==> src/design/iqmb_pkg.sv <==
// ----------------------------------------------------------------------------
// iqmb_pkg
// Shared types, constants and the 8-bit float encoder of the IGMP message
// builder.
// ----------------------------------------------------------------------------
package iqmb_pkg;

    localparam logic [7:0]  MEMBERSHIP_QUERY = 8'h11;

    localparam int unsigned WORD_W     = 32;
    localparam int unsigned HALF_W     = 16;
    localparam int unsigned SUM_W      = 19;   // six 16-bit halves
    localparam int unsigned MAX_WORDS  = 3;
    localparam int unsigned WIDX_W     = 2;

    localparam int unsigned IN_DATA_W  = 56;   // type, code, group
    localparam int unsigned PADDR_W    = 3;
    localparam int unsigned PDATA_W    = 32;

    localparam logic [2:0]  ROBUSTNESS_RST     = 3'd2;
    localparam logic [15:0] QUERY_INTERVAL_RST = 16'd125;

    // Register index, taken from paddr[2]
    typedef enum logic
    {
        REG_ROBUSTNESS     = 1'b0,
        REG_QUERY_INTERVAL = 1'b1
    } reg_idx_t;

    typedef logic [WORD_W-1:0] word_t;

    // RFC 3376 code: below 128 as is, else 1 eee mmmm (mantissa truncated).
    // The value is taken modulo 32768 first.
    function automatic logic [7:0] float_code(input logic [15:0] v);
        logic [14:0] m;
        logic [11:0] t;
        logic [7:0]  e;
        m = v[14:0];
        t = m[14:3];
        e = 8'h80;
        if (m[14:7] == 8'd0)
        begin
            return {1'b0, m[6:0]};
        end
        if (t[11:8] != 4'd0)
        begin
            t = t >> 4;
            e = e | 8'h40;
        end
        if (t[7:6] != 2'd0)
        begin
            t = t >> 2;
            e = e | 8'h20;
        end
        if (t[5])
        begin
            t = t >> 1;
            e = e | 8'h10;
        end
        return e | {4'd0, t[3:0]};
    endfunction

endpackage

==> src/design/igmp_query_message_builder_unit.sv <==
// ----------------------------------------------------------------------------
// igmp_query_message_builder_unit
// Builds an IGMP message (8-byte form or 12-byte IGMPv3 query) with its
// Internet checksum and sends it as 32-bit big-endian words.
// ----------------------------------------------------------------------------
//
//  channel  | dir | handshake                  | content
//  ---------+-----+----------------------------+---------------------------------
//  s_axis   | in  | tvalid/tready              | tdata: type, code, group; tuser: ext
//  m_axis   | out | tvalid/tready, tlast       | tdata: wire word, tlast: last word
//  apb      | in  | psel/penable/pwrite/pready | robustness @0x0, query_interval @0x4
//
//  An accepted request passes three register stages (capture, encode,
//  halves sum) and lands in the word serializer, which folds the sum and
//  inserts the checksum on load. The serializer sets the rate: a plain
//  message is 2 words, an IGMPv3 query 3; a new message loads in the
//  cycle its predecessor's last beat goes. Stalls back up via stage valid
//  bits; rst_n clears them, reloads config.
//
module igmp_query_message_builder_unit
(
    input  logic                               clk,
    input  logic                               rst_n,

    input  logic                               s_axis_tvalid,
    output logic                               s_axis_tready,
    // [7:0] msg_type, [23:8] code_value, [55:24] group_addr
    input  logic [iqmb_pkg::IN_DATA_W-1:0]     s_axis_tdata,
    // [0] extended_query
    input  logic                               s_axis_tuser,

    output logic                               m_axis_tvalid,
    input  logic                               m_axis_tready,
    // [31:0] wire_word
    output logic [iqmb_pkg::WORD_W-1:0]        m_axis_tdata,
    output logic                               m_axis_tlast,

    input  logic                               psel,
    input  logic                               penable,
    input  logic                               pwrite,
    input  logic [iqmb_pkg::PADDR_W-1:0]       paddr,
    input  logic [iqmb_pkg::PDATA_W-1:0]       pwdata,
    output logic [iqmb_pkg::PDATA_W-1:0]       prdata,
    output logic                               pready
);

    // ------------------------------------------------------------------
    // Configuration registers
    // ------------------------------------------------------------------
    logic [2:0]  robustness_reg;
    logic [15:0] query_interval_reg;
    logic        cfg_wr;
    iqmb_pkg::reg_idx_t cfg_idx;

    assign pready  = 1'b1;
    assign cfg_wr  = psel && penable && pwrite && pready;
    assign cfg_idx = iqmb_pkg::reg_idx_t'(paddr[2]);

    always_ff @(posedge clk or negedge rst_n)
    begin
        if (!rst_n)
        begin
            robustness_reg     <= iqmb_pkg::ROBUSTNESS_RST;
            query_interval_reg <= iqmb_pkg::QUERY_INTERVAL_RST;
        end
        else if (cfg_wr)
        begin
            unique case (cfg_idx)
                iqmb_pkg::REG_ROBUSTNESS:     robustness_reg     <= pwdata[2:0];
                iqmb_pkg::REG_QUERY_INTERVAL: query_interval_reg <= pwdata[15:0];
                default:                      ;
            endcase
        end
    end

    always_comb
    begin
        unique case (cfg_idx)
            iqmb_pkg::REG_ROBUSTNESS:     prdata = {29'd0, robustness_reg};
            iqmb_pkg::REG_QUERY_INTERVAL: prdata = {16'd0, query_interval_reg};
            default:                      prdata = '0;
        endcase
    end

    // ------------------------------------------------------------------
    // Pipeline handshake: each stage advances when the next one has room
    // ------------------------------------------------------------------
    logic s1_valid_reg, s2_valid_reg, s3_valid_reg, ser_valid_reg;
    logic s1_ready, s2_ready, s3_ready, ser_ready;
    logic ser_last;

    assign ser_ready     = !ser_valid_reg || (m_axis_tready && ser_last);
    assign s3_ready      = !s3_valid_reg || ser_ready;
    assign s2_ready      = !s2_valid_reg || s3_ready;
    assign s1_ready      = !s1_valid_reg || s2_ready;
    assign s_axis_tready = s1_ready;

    // ------------------------------------------------------------------
    // Stage 1: capture the request
    // ------------------------------------------------------------------
    logic [7:0]  s1_type_reg;
    logic [15:0] s1_code_reg;
    logic [31:0] s1_group_reg;
    logic        s1_ext_reg;

    always_ff @(posedge clk or negedge rst_n)
    begin
        if (!rst_n)
        begin
            s1_valid_reg <= 1'b0;
        end
        else if (s1_ready)
        begin
            s1_valid_reg <= s_axis_tvalid;
        end
    end

    always_ff @(posedge clk)
    begin
        if (s1_ready && s_axis_tvalid)
        begin
            s1_type_reg  <= s_axis_tdata[7:0];
            s1_code_reg  <= s_axis_tdata[23:8];
            s1_group_reg <= s_axis_tdata[55:24];
            s1_ext_reg   <= s_axis_tuser;
        end
    end

    // ------------------------------------------------------------------
    // Stage 2: pick the form, float-encode, lay out the words
    // ------------------------------------------------------------------
    iqmb_pkg::word_t s2_word_reg [iqmb_pkg::MAX_WORDS];
    logic            s2_v3_reg;
    iqmb_pkg::word_t s2_word_next [iqmb_pkg::MAX_WORDS];
    logic            s2_v3_next;
    logic [7:0]      s2_code;

    always_comb
    begin
        s2_v3_next = s1_ext_reg && (s1_type_reg == iqmb_pkg::MEMBERSHIP_QUERY);
        s2_code    = s2_v3_next ? iqmb_pkg::float_code(s1_code_reg) : s1_code_reg[7:0];
        s2_word_next[0] = {s1_type_reg, s2_code, 16'd0};
        s2_word_next[1] = s1_group_reg;
        s2_word_next[2] = s2_v3_next
                        ? {5'd0, robustness_reg,
                           iqmb_pkg::float_code(query_interval_reg), 16'd0}
                        : '0;
    end

    always_ff @(posedge clk or negedge rst_n)
    begin
        if (!rst_n)
        begin
            s2_valid_reg <= 1'b0;
        end
        else if (s2_ready)
        begin
            s2_valid_reg <= s1_valid_reg;
        end
    end

    always_ff @(posedge clk)
    begin
        if (s2_ready && s1_valid_reg)
        begin
            s2_word_reg <= s2_word_next;
            s2_v3_reg   <= s2_v3_next;
        end
    end

    // ------------------------------------------------------------------
    // Stage 3: sum the 16-bit halves (unused third word is zero)
    // ------------------------------------------------------------------
    iqmb_pkg::word_t              s3_word_reg [iqmb_pkg::MAX_WORDS];
    logic                         s3_v3_reg;
    logic [iqmb_pkg::SUM_W-1:0]   s3_sum_reg;
    logic [iqmb_pkg::SUM_W-1:0]   s3_sum_next;

    always_comb
    begin
        s3_sum_next = 19'(s2_word_reg[0][31:16]) + 19'(s2_word_reg[0][15:0])
                    + 19'(s2_word_reg[1][31:16]) + 19'(s2_word_reg[1][15:0])
                    + 19'(s2_word_reg[2][31:16]) + 19'(s2_word_reg[2][15:0]);
    end

    always_ff @(posedge clk or negedge rst_n)
    begin
        if (!rst_n)
        begin
            s3_valid_reg <= 1'b0;
        end
        else if (s3_ready)
        begin
            s3_valid_reg <= s2_valid_reg;
        end
    end

    always_ff @(posedge clk)
    begin
        if (s3_ready && s2_valid_reg)
        begin
            s3_word_reg <= s2_word_reg;
            s3_v3_reg   <= s2_v3_reg;
            s3_sum_reg  <= s3_sum_next;
        end
    end

    // ------------------------------------------------------------------
    // Serializer: fold the sum, insert the checksum, send word by word
    // ------------------------------------------------------------------
    iqmb_pkg::word_t              ser_word_reg [iqmb_pkg::MAX_WORDS];
    logic [iqmb_pkg::WIDX_W-1:0]  ser_idx_reg;
    logic [iqmb_pkg::WIDX_W-1:0]  ser_end_reg;
    logic [16:0]                  fold1;
    logic [16:0]                  fold2;
    logic [15:0]                  csum;

    always_comb
    begin
        fold1 = 17'(s3_sum_reg[15:0]) + 17'(s3_sum_reg[18:16]);
        fold2 = 17'(fold1[15:0]) + 17'(fold1[16]);
        csum  = ~fold2[15:0];
    end

    assign ser_last = (ser_idx_reg == ser_end_reg);

    always_ff @(posedge clk or negedge rst_n)
    begin
        if (!rst_n)
        begin
            ser_valid_reg <= 1'b0;
            ser_idx_reg   <= '0;
            ser_end_reg   <= '0;
        end
        else if (ser_ready)
        begin
            // Load the next message (or go empty) when empty or once the last beat leaves
            ser_valid_reg <= s3_valid_reg;
            ser_idx_reg   <= '0;
            ser_end_reg   <= s3_v3_reg ? 2'd2 : 2'd1;
        end
        else if (m_axis_tready)
        begin
            // Advance to the next word of the message
            ser_idx_reg <= ser_idx_reg + 2'd1;
        end
    end

    always_ff @(posedge clk)
    begin
        if (ser_ready && s3_valid_reg)
        begin
            ser_word_reg[0] <= {s3_word_reg[0][31:16], csum};
            ser_word_reg[1] <= s3_word_reg[1];
            ser_word_reg[2] <= s3_word_reg[2];
        end
    end

    assign m_axis_tvalid = ser_valid_reg;
    assign m_axis_tdata  = ser_word_reg[ser_idx_reg];
    assign m_axis_tlast  = ser_last;

endmodule

==> config.mk <==
export PLATFORM = sky130hd
export DESIGN_NAME = igmp_query_message_builder_unit
export DESIGN_NICKNAME = d
export VERILOG_FILES = /design/src/design/iqmb_pkg.sv /design/src/design/igmp_query_message_builder_unit.sv
export SDC_FILE = /design/constraint.sdc
export NUM_CORES = 1
export LEC_CHECK = 0
export BUFFER_PORTS_ARGS = -buffer_cell sky130_fd_sc_hd__buf_2
export CORE_MARGIN = 8
export CORE_UTILIZATION = 58
export CTS_CLUSTER_DIAMETER = 30
export DETAILED_ROUTE_END_ITERATION = 7
export GPL_ROUTABILITY_DRIVEN = 0
export PLACE_DENSITY = 0.79
export SLEW_MARGIN = 20
export SYNTH_ARGS = -nofsm -noshare
export SYNTH_HDL_FRONTEND = slang
export SYNTH_SLANG_ARGS = --single-unit
==> constraint.sdc <==
create_clock -name clk -period 6.57 [get_ports clk]
set_input_delay 1.314 -clock clk [delete_from_list [all_inputs] [get_ports clk]]
set_output_delay 1.314 -clock clk [all_outputs]
set_load 0.02 [all_outputs]
Word-level counts from Yosys, hierarchy flattened
Memory sizes are Yosys's and may differ from the RTL's.
Cells that the tools add are included.
- register bits after elaboration: 264
- bits in writable memories: 96
- input port bits: 99
- output and inout port bits: 68
- logic and storage cells: 94
- memories kept: 1
- add/subtract/negate cells: 7
- equal/unequal tests: 2
- mux-type cells: 33
- bitwise logic cells: 4
- reduce and logical (&&, ||, !) cells: 25
- memories (name ; words ; bits a word ; read ports ; clocked after Yosys merged registers in ; wr ports ; RTL line ; text):
    ser_word_reg ; 3 ; 32 ; 1 ; 0 ; 3 ; igmp_query_message_builder_unit.sv:211 ; iqmb_pkg::word_t ser_word_reg [iqmb_pkg::MAX_WORDS];
- operators by type and width (cell ; number):
    2-to-1 mux 8 bit ; 11
    one-hot mux 32 bit (2 select lines) ; 1
    2-to-1 mux 6 bit ; 6
    adder 18 x 16 -> 19 bit ; 1
    adder 19 x 16 -> 19 bit ; 1
    adder 17 x 16 -> 18 bit ; 1
    adder 16 x 16 -> 17 bit ; 1
    adder 16 x 3 -> 17 bit ; 1
    adder 16 x 1 -> 16 bit ; 1
    zero test 8 bit ; 2
    2-to-1 mux 4 bit ; 4
    NOT 16 bit ; 1
    bitwise OR 8 x 4 -> 8 bit ; 2
    2-to-1 mux 7 bit ; 2
    2-to-1 mux 5 bit ; 2
    equality test 8 x 5 -> 1 bit, second input constant ; 1
    logical AND 1 bit ; 8
    nonzero test 4 bit ; 2
    2-to-1 mux 2 bit ; 3
    nonzero test 2 bit ; 3
    zero test 1 bit ; 4
    logical OR 1 bit ; 4
    2-to-1 mux 1 bit ; 4
    AND reduction 2 bit ; 2
    other kinds (3) ; 3

Logic depth before layout (Yosys ltp)
- word-level depth: 11
- mapped depth: 14

Worst setup path before layout
OpenSTA, ideal clock, no wires.
- path kind: input -> register
- from: in m_axis_tready
- to: mem ser_word_reg[0][0] (netlist bit) (enable)
- setup time: 517 ps
- arrival: 4798 ps
- data required time: 6053 ps
- setup slack: 1255 ps
- cell stages on the path: 2
- buffers on the path: 0
- path through: a21boi_1 -> nor2b_1
- RTL lines (what ; RTL line ; text):
    start, declared ; igmp_query_message_builder_unit.sv:33 ; input logic m_axis_tready,
    end, declared ; igmp_query_message_builder_unit.sv:211 ;

Worst setup path in the final report
- from: reg ser_idx_reg[0] (netlist bit)
- to: out s_axis_tready
- longest elaborated chain between the ends: 6
- ends and longest elaborated chain (what ; RTL line ; text):
    start, declared ; igmp_query_message_builder_unit.sv:212 ; logic [iqmb_pkg::WIDX_W-1:0] ser_idx_reg;
    start signal, assigned ; igmp_query_message_builder_unit.sv:245 ; ser_idx_reg <= ser_idx_reg + 2'd1;
    equality test 2 bit ; igmp_query_message_builder_unit.sv:225 ; assign ser_last = (ser_idx_reg == ser_end_reg);
    logical AND 1 bit ; igmp_query_message_builder_unit.sv:92 ; assign ser_ready = !ser_valid_reg || (m_axis_tready && ser_last);
    logical OR 1 bit ; igmp_query_message_builder_unit.sv:92 ;
    logical OR 1 bit ; igmp_query_message_builder_unit.sv:93 ; assign s3_ready = !s3_valid_reg || ser_ready;
    logical OR 1 bit ; igmp_query_message_builder_unit.sv:94 ; assign s2_ready = !s2_valid_reg || s3_ready;
    logical OR 1 bit ; igmp_query_message_builder_unit.sv:95 ; assign s1_ready = !s1_valid_reg || s2_ready;
    end, declared ; igmp_query_message_builder_unit.sv:26 ; output logic s_axis_tready,
No other way between the ends.

==> reports/summary.txt <==
Setup bufs post-CTS - 0
Max cap viols - 0
Cell at the root of the clock tree - clkbuf_16
Vias in the first global route - 7468
Initial Util - 0.590
Total CTS buffers - 46
CTS max path bufs - 3
Slew @ Worst Pin - 0.938 ns
Worst setup SP type - flop
Remaining DRCs - 0
Setup crit end kind - primary output
IO Pins - 167
Via count - 7176
Peak VDD IR - 308 uV
Per-cell routed wire length - 17.8 um
Die area - 0.0272 mm2
CP arrival - 2.78 ns
Global-route usage over all layers - 0.178
Mean Syn Cell Area - 15.0 um2
Seq cells post-synth - 296
Core ar. - 0.0218 mm2
Most common cell in the netlist - edfxtp_1
Leak - 6.07 nW
Mapped Cells - 857
Site row count - 54
IO Port Bufs - 130
Most frequent cells after synthesis - 269 x edfxtp_1, 78 x inv_1, 50 x nor2_1, 46 x mux2i_1, 37 x nand2_1
First-pass GRT wire length - 37700 um
CTS sink count - 296
YS warnings - 0
Fmax - 244 MHz
Primary FF master, synth - edfxtp_1
PostCTS Resize Cnt - 0
Clock Skews - 0.00976 ns
Yosys top cell by area - edfxtp_1
Chip Height - 165 um
Post-synthesis cell area - 0.0128 mm2
1st-iter DRT viols - 467
Clk slew on worst S/H paths - 0.06 ns
Post-route ant nets - 0
Gr ovfl total - 0
Post-synthesis cell type count - 59
Post-synthesis sequential area ratio - 0.682
H-tree depth - 2
Hold Path Class - reg -> reg
Most area-consuming cells after synthesis - edfxtp_1 63%, fa_1 4.4%, dfrtp_1 3.9%, mux2i_1 3.6%, mux2_2 2.5%
CP Class - reg -> out
DP HPWL - 15900 um
Synth top area share - 0.629
Worst Path Max Fanout - 36
First-pass DRT Iterations - 5
DRT Wirelength - 23800 um
Max reg flops - 75
Setup_tns - 0 ns
Worst hold slack - 0.407 ns
Largest net degree at the start of global routing - 61
Vias per cell - 5.36
CTS Hold Bufs - 0
TritonCTS clock tree - built
Slew HR - 0.373
Clk_lat worst skew - 0.52 ns
Post-synth EDFFs - 269
Final #Nets - 1174
Slew Viols, Final - 0
RSZ-0062 raised after global routing - no
Tcrit/Tclk final - 0.623
Final setup violation count - 0
Final hold violation count - 0
Initial antenna violation count - 0
Asr flop ratio synth - 0.0912
Antenna cells - 0
Status - completed
Layout cells sized above 1 - 0.255
Worst endpoint required time - 5.26 ns
Die Width - 165 um
PD cells - 639 mW/mm2
Area delta synth->final - 19.8%
Min Clock Period, post-route - 4.10 ns
==> logic make-up (layout without fill, tap and decap cells) <==
| family | count (synthesis) | in the layout | synth area share |
|---|---|---|---|
| DFF | 296 | 296 | 0.682 |
| and+or+nand+nor | 171 | 171 | 0.0684 |
| buffers and inverters | 114 | 300 | 0.0385 |
| AOI/OAI and AO/OA | 108 | 108 | 0.0550 |
| muxes | 75 | 75 | 0.0613 |
| adders and majority gates | 54 | 54 | 0.0690 |
| xor gates and xnor gates | 37 | 37 | 0.0252 |
| other | 2 | 17 | 0.000585 |
==> critical path, stage by stage (launching register included) <==
cell and delay, ns:
dfrtp_2 0.33, buf_4 0.52, xor2_1 0.24, nor2_1 0.09, a21boi_1 0.62, nand4_1 0.24
buf_2 0.22
==> stage by stage <==
stage	total power, W	util	worst slack (ns)	instance area (um2)	instances
3_5_place_dp	0.00729	0.633	2.51	13800	1253
6_report	0.00983	0.707	2.47	15400	1338
5_1_grt	0.0105	0.707	2.26	15400	1338
2_1_floorplan	0.00634	-	1.25	12900	872
3_3_place_gp	0.00715	0.633	2.62	13800	1253
4_1_cts	0.00990	0.707	2.44	15400	1338
==> cells in the final DEF, fill, tap and decap left out, types with 14 or more instances in the layout <==
master / count
conb_1: 17
o21ai_0: 31
fa_1: 28
inv_1: 78
xnor2_1: 23
a21oi_1: 25
xor2_1: 14
clkbuf_16: 49
mux2i_1: 46
and2_1: 18
nor2_1: 50
ha_1: 26
mux2_2: 29
nand2_1: 37
edfxtp_1: 269
dfrtp_1: 19
buf_2: 130
==> layer usage <==
layer | track usage | vias to the layer above | wire [um] | part of all wire
met5 | 0 | - | 0 | 0
met4 | 0.0606 | 0 | 546 | 0.023
met3 | 0.0436 | 45 | 1520 | 0.064
met2 | 0.308 | 226 | 12200 | 0.51
met1 | 0.216 | 3485 | 9520 | 0.40
li1 | - | 3420 | - | -
==> power breakdown <==
part           total, W  switching (W)  internal, W
combinational   0.00381        0.00232      0.00149
clock           0.00246       0.000854      0.00160
sequential      0.00356       0.000352      0.00321
total           0.00983        0.00353      0.00630
==> path summary, 6_finish.rpt <==
check / from / depth (start not counted) / slack (ns) / endpoint
worst max-delay path: ser_idx_reg[0] / 6 / 2.47 / s_axis_tready
min in group asynchronous: rst_n / 1 / 0.81 / query_interval_reg[14]
worst max register to register: s3_sum_reg[16] / 13 / 2.51 / ser_word_reg[0][15]
max in group asynchronous: rst_n / 1 / 5.31 / ser_idx_reg[0]
worst min register to register: s1_group_reg[24] / 0 / 0.41 / s2_word_reg[56]
worst min-delay path: s1_group_reg[24] / 0 / 0.41 / s2_word_reg[56]
==> final cells by class <==
| class | count | area (um2) |
|---|---|---|
| Inverter | 78 | 293 |
| Timing Repair Buffer | 137 | 703 |
| Multi-Input combinational cell | 462 | 3660 |
| Fill cell | 1400 | 6370 |
| Clock buffer | 49 | 1230 |
| Tap cell | 280 | 350 |
| Clock inverter | 36 | 392 |
| Sequential cell | 296 | 8760 |
No activity file was read; power rests on OpenSTA's default activity.
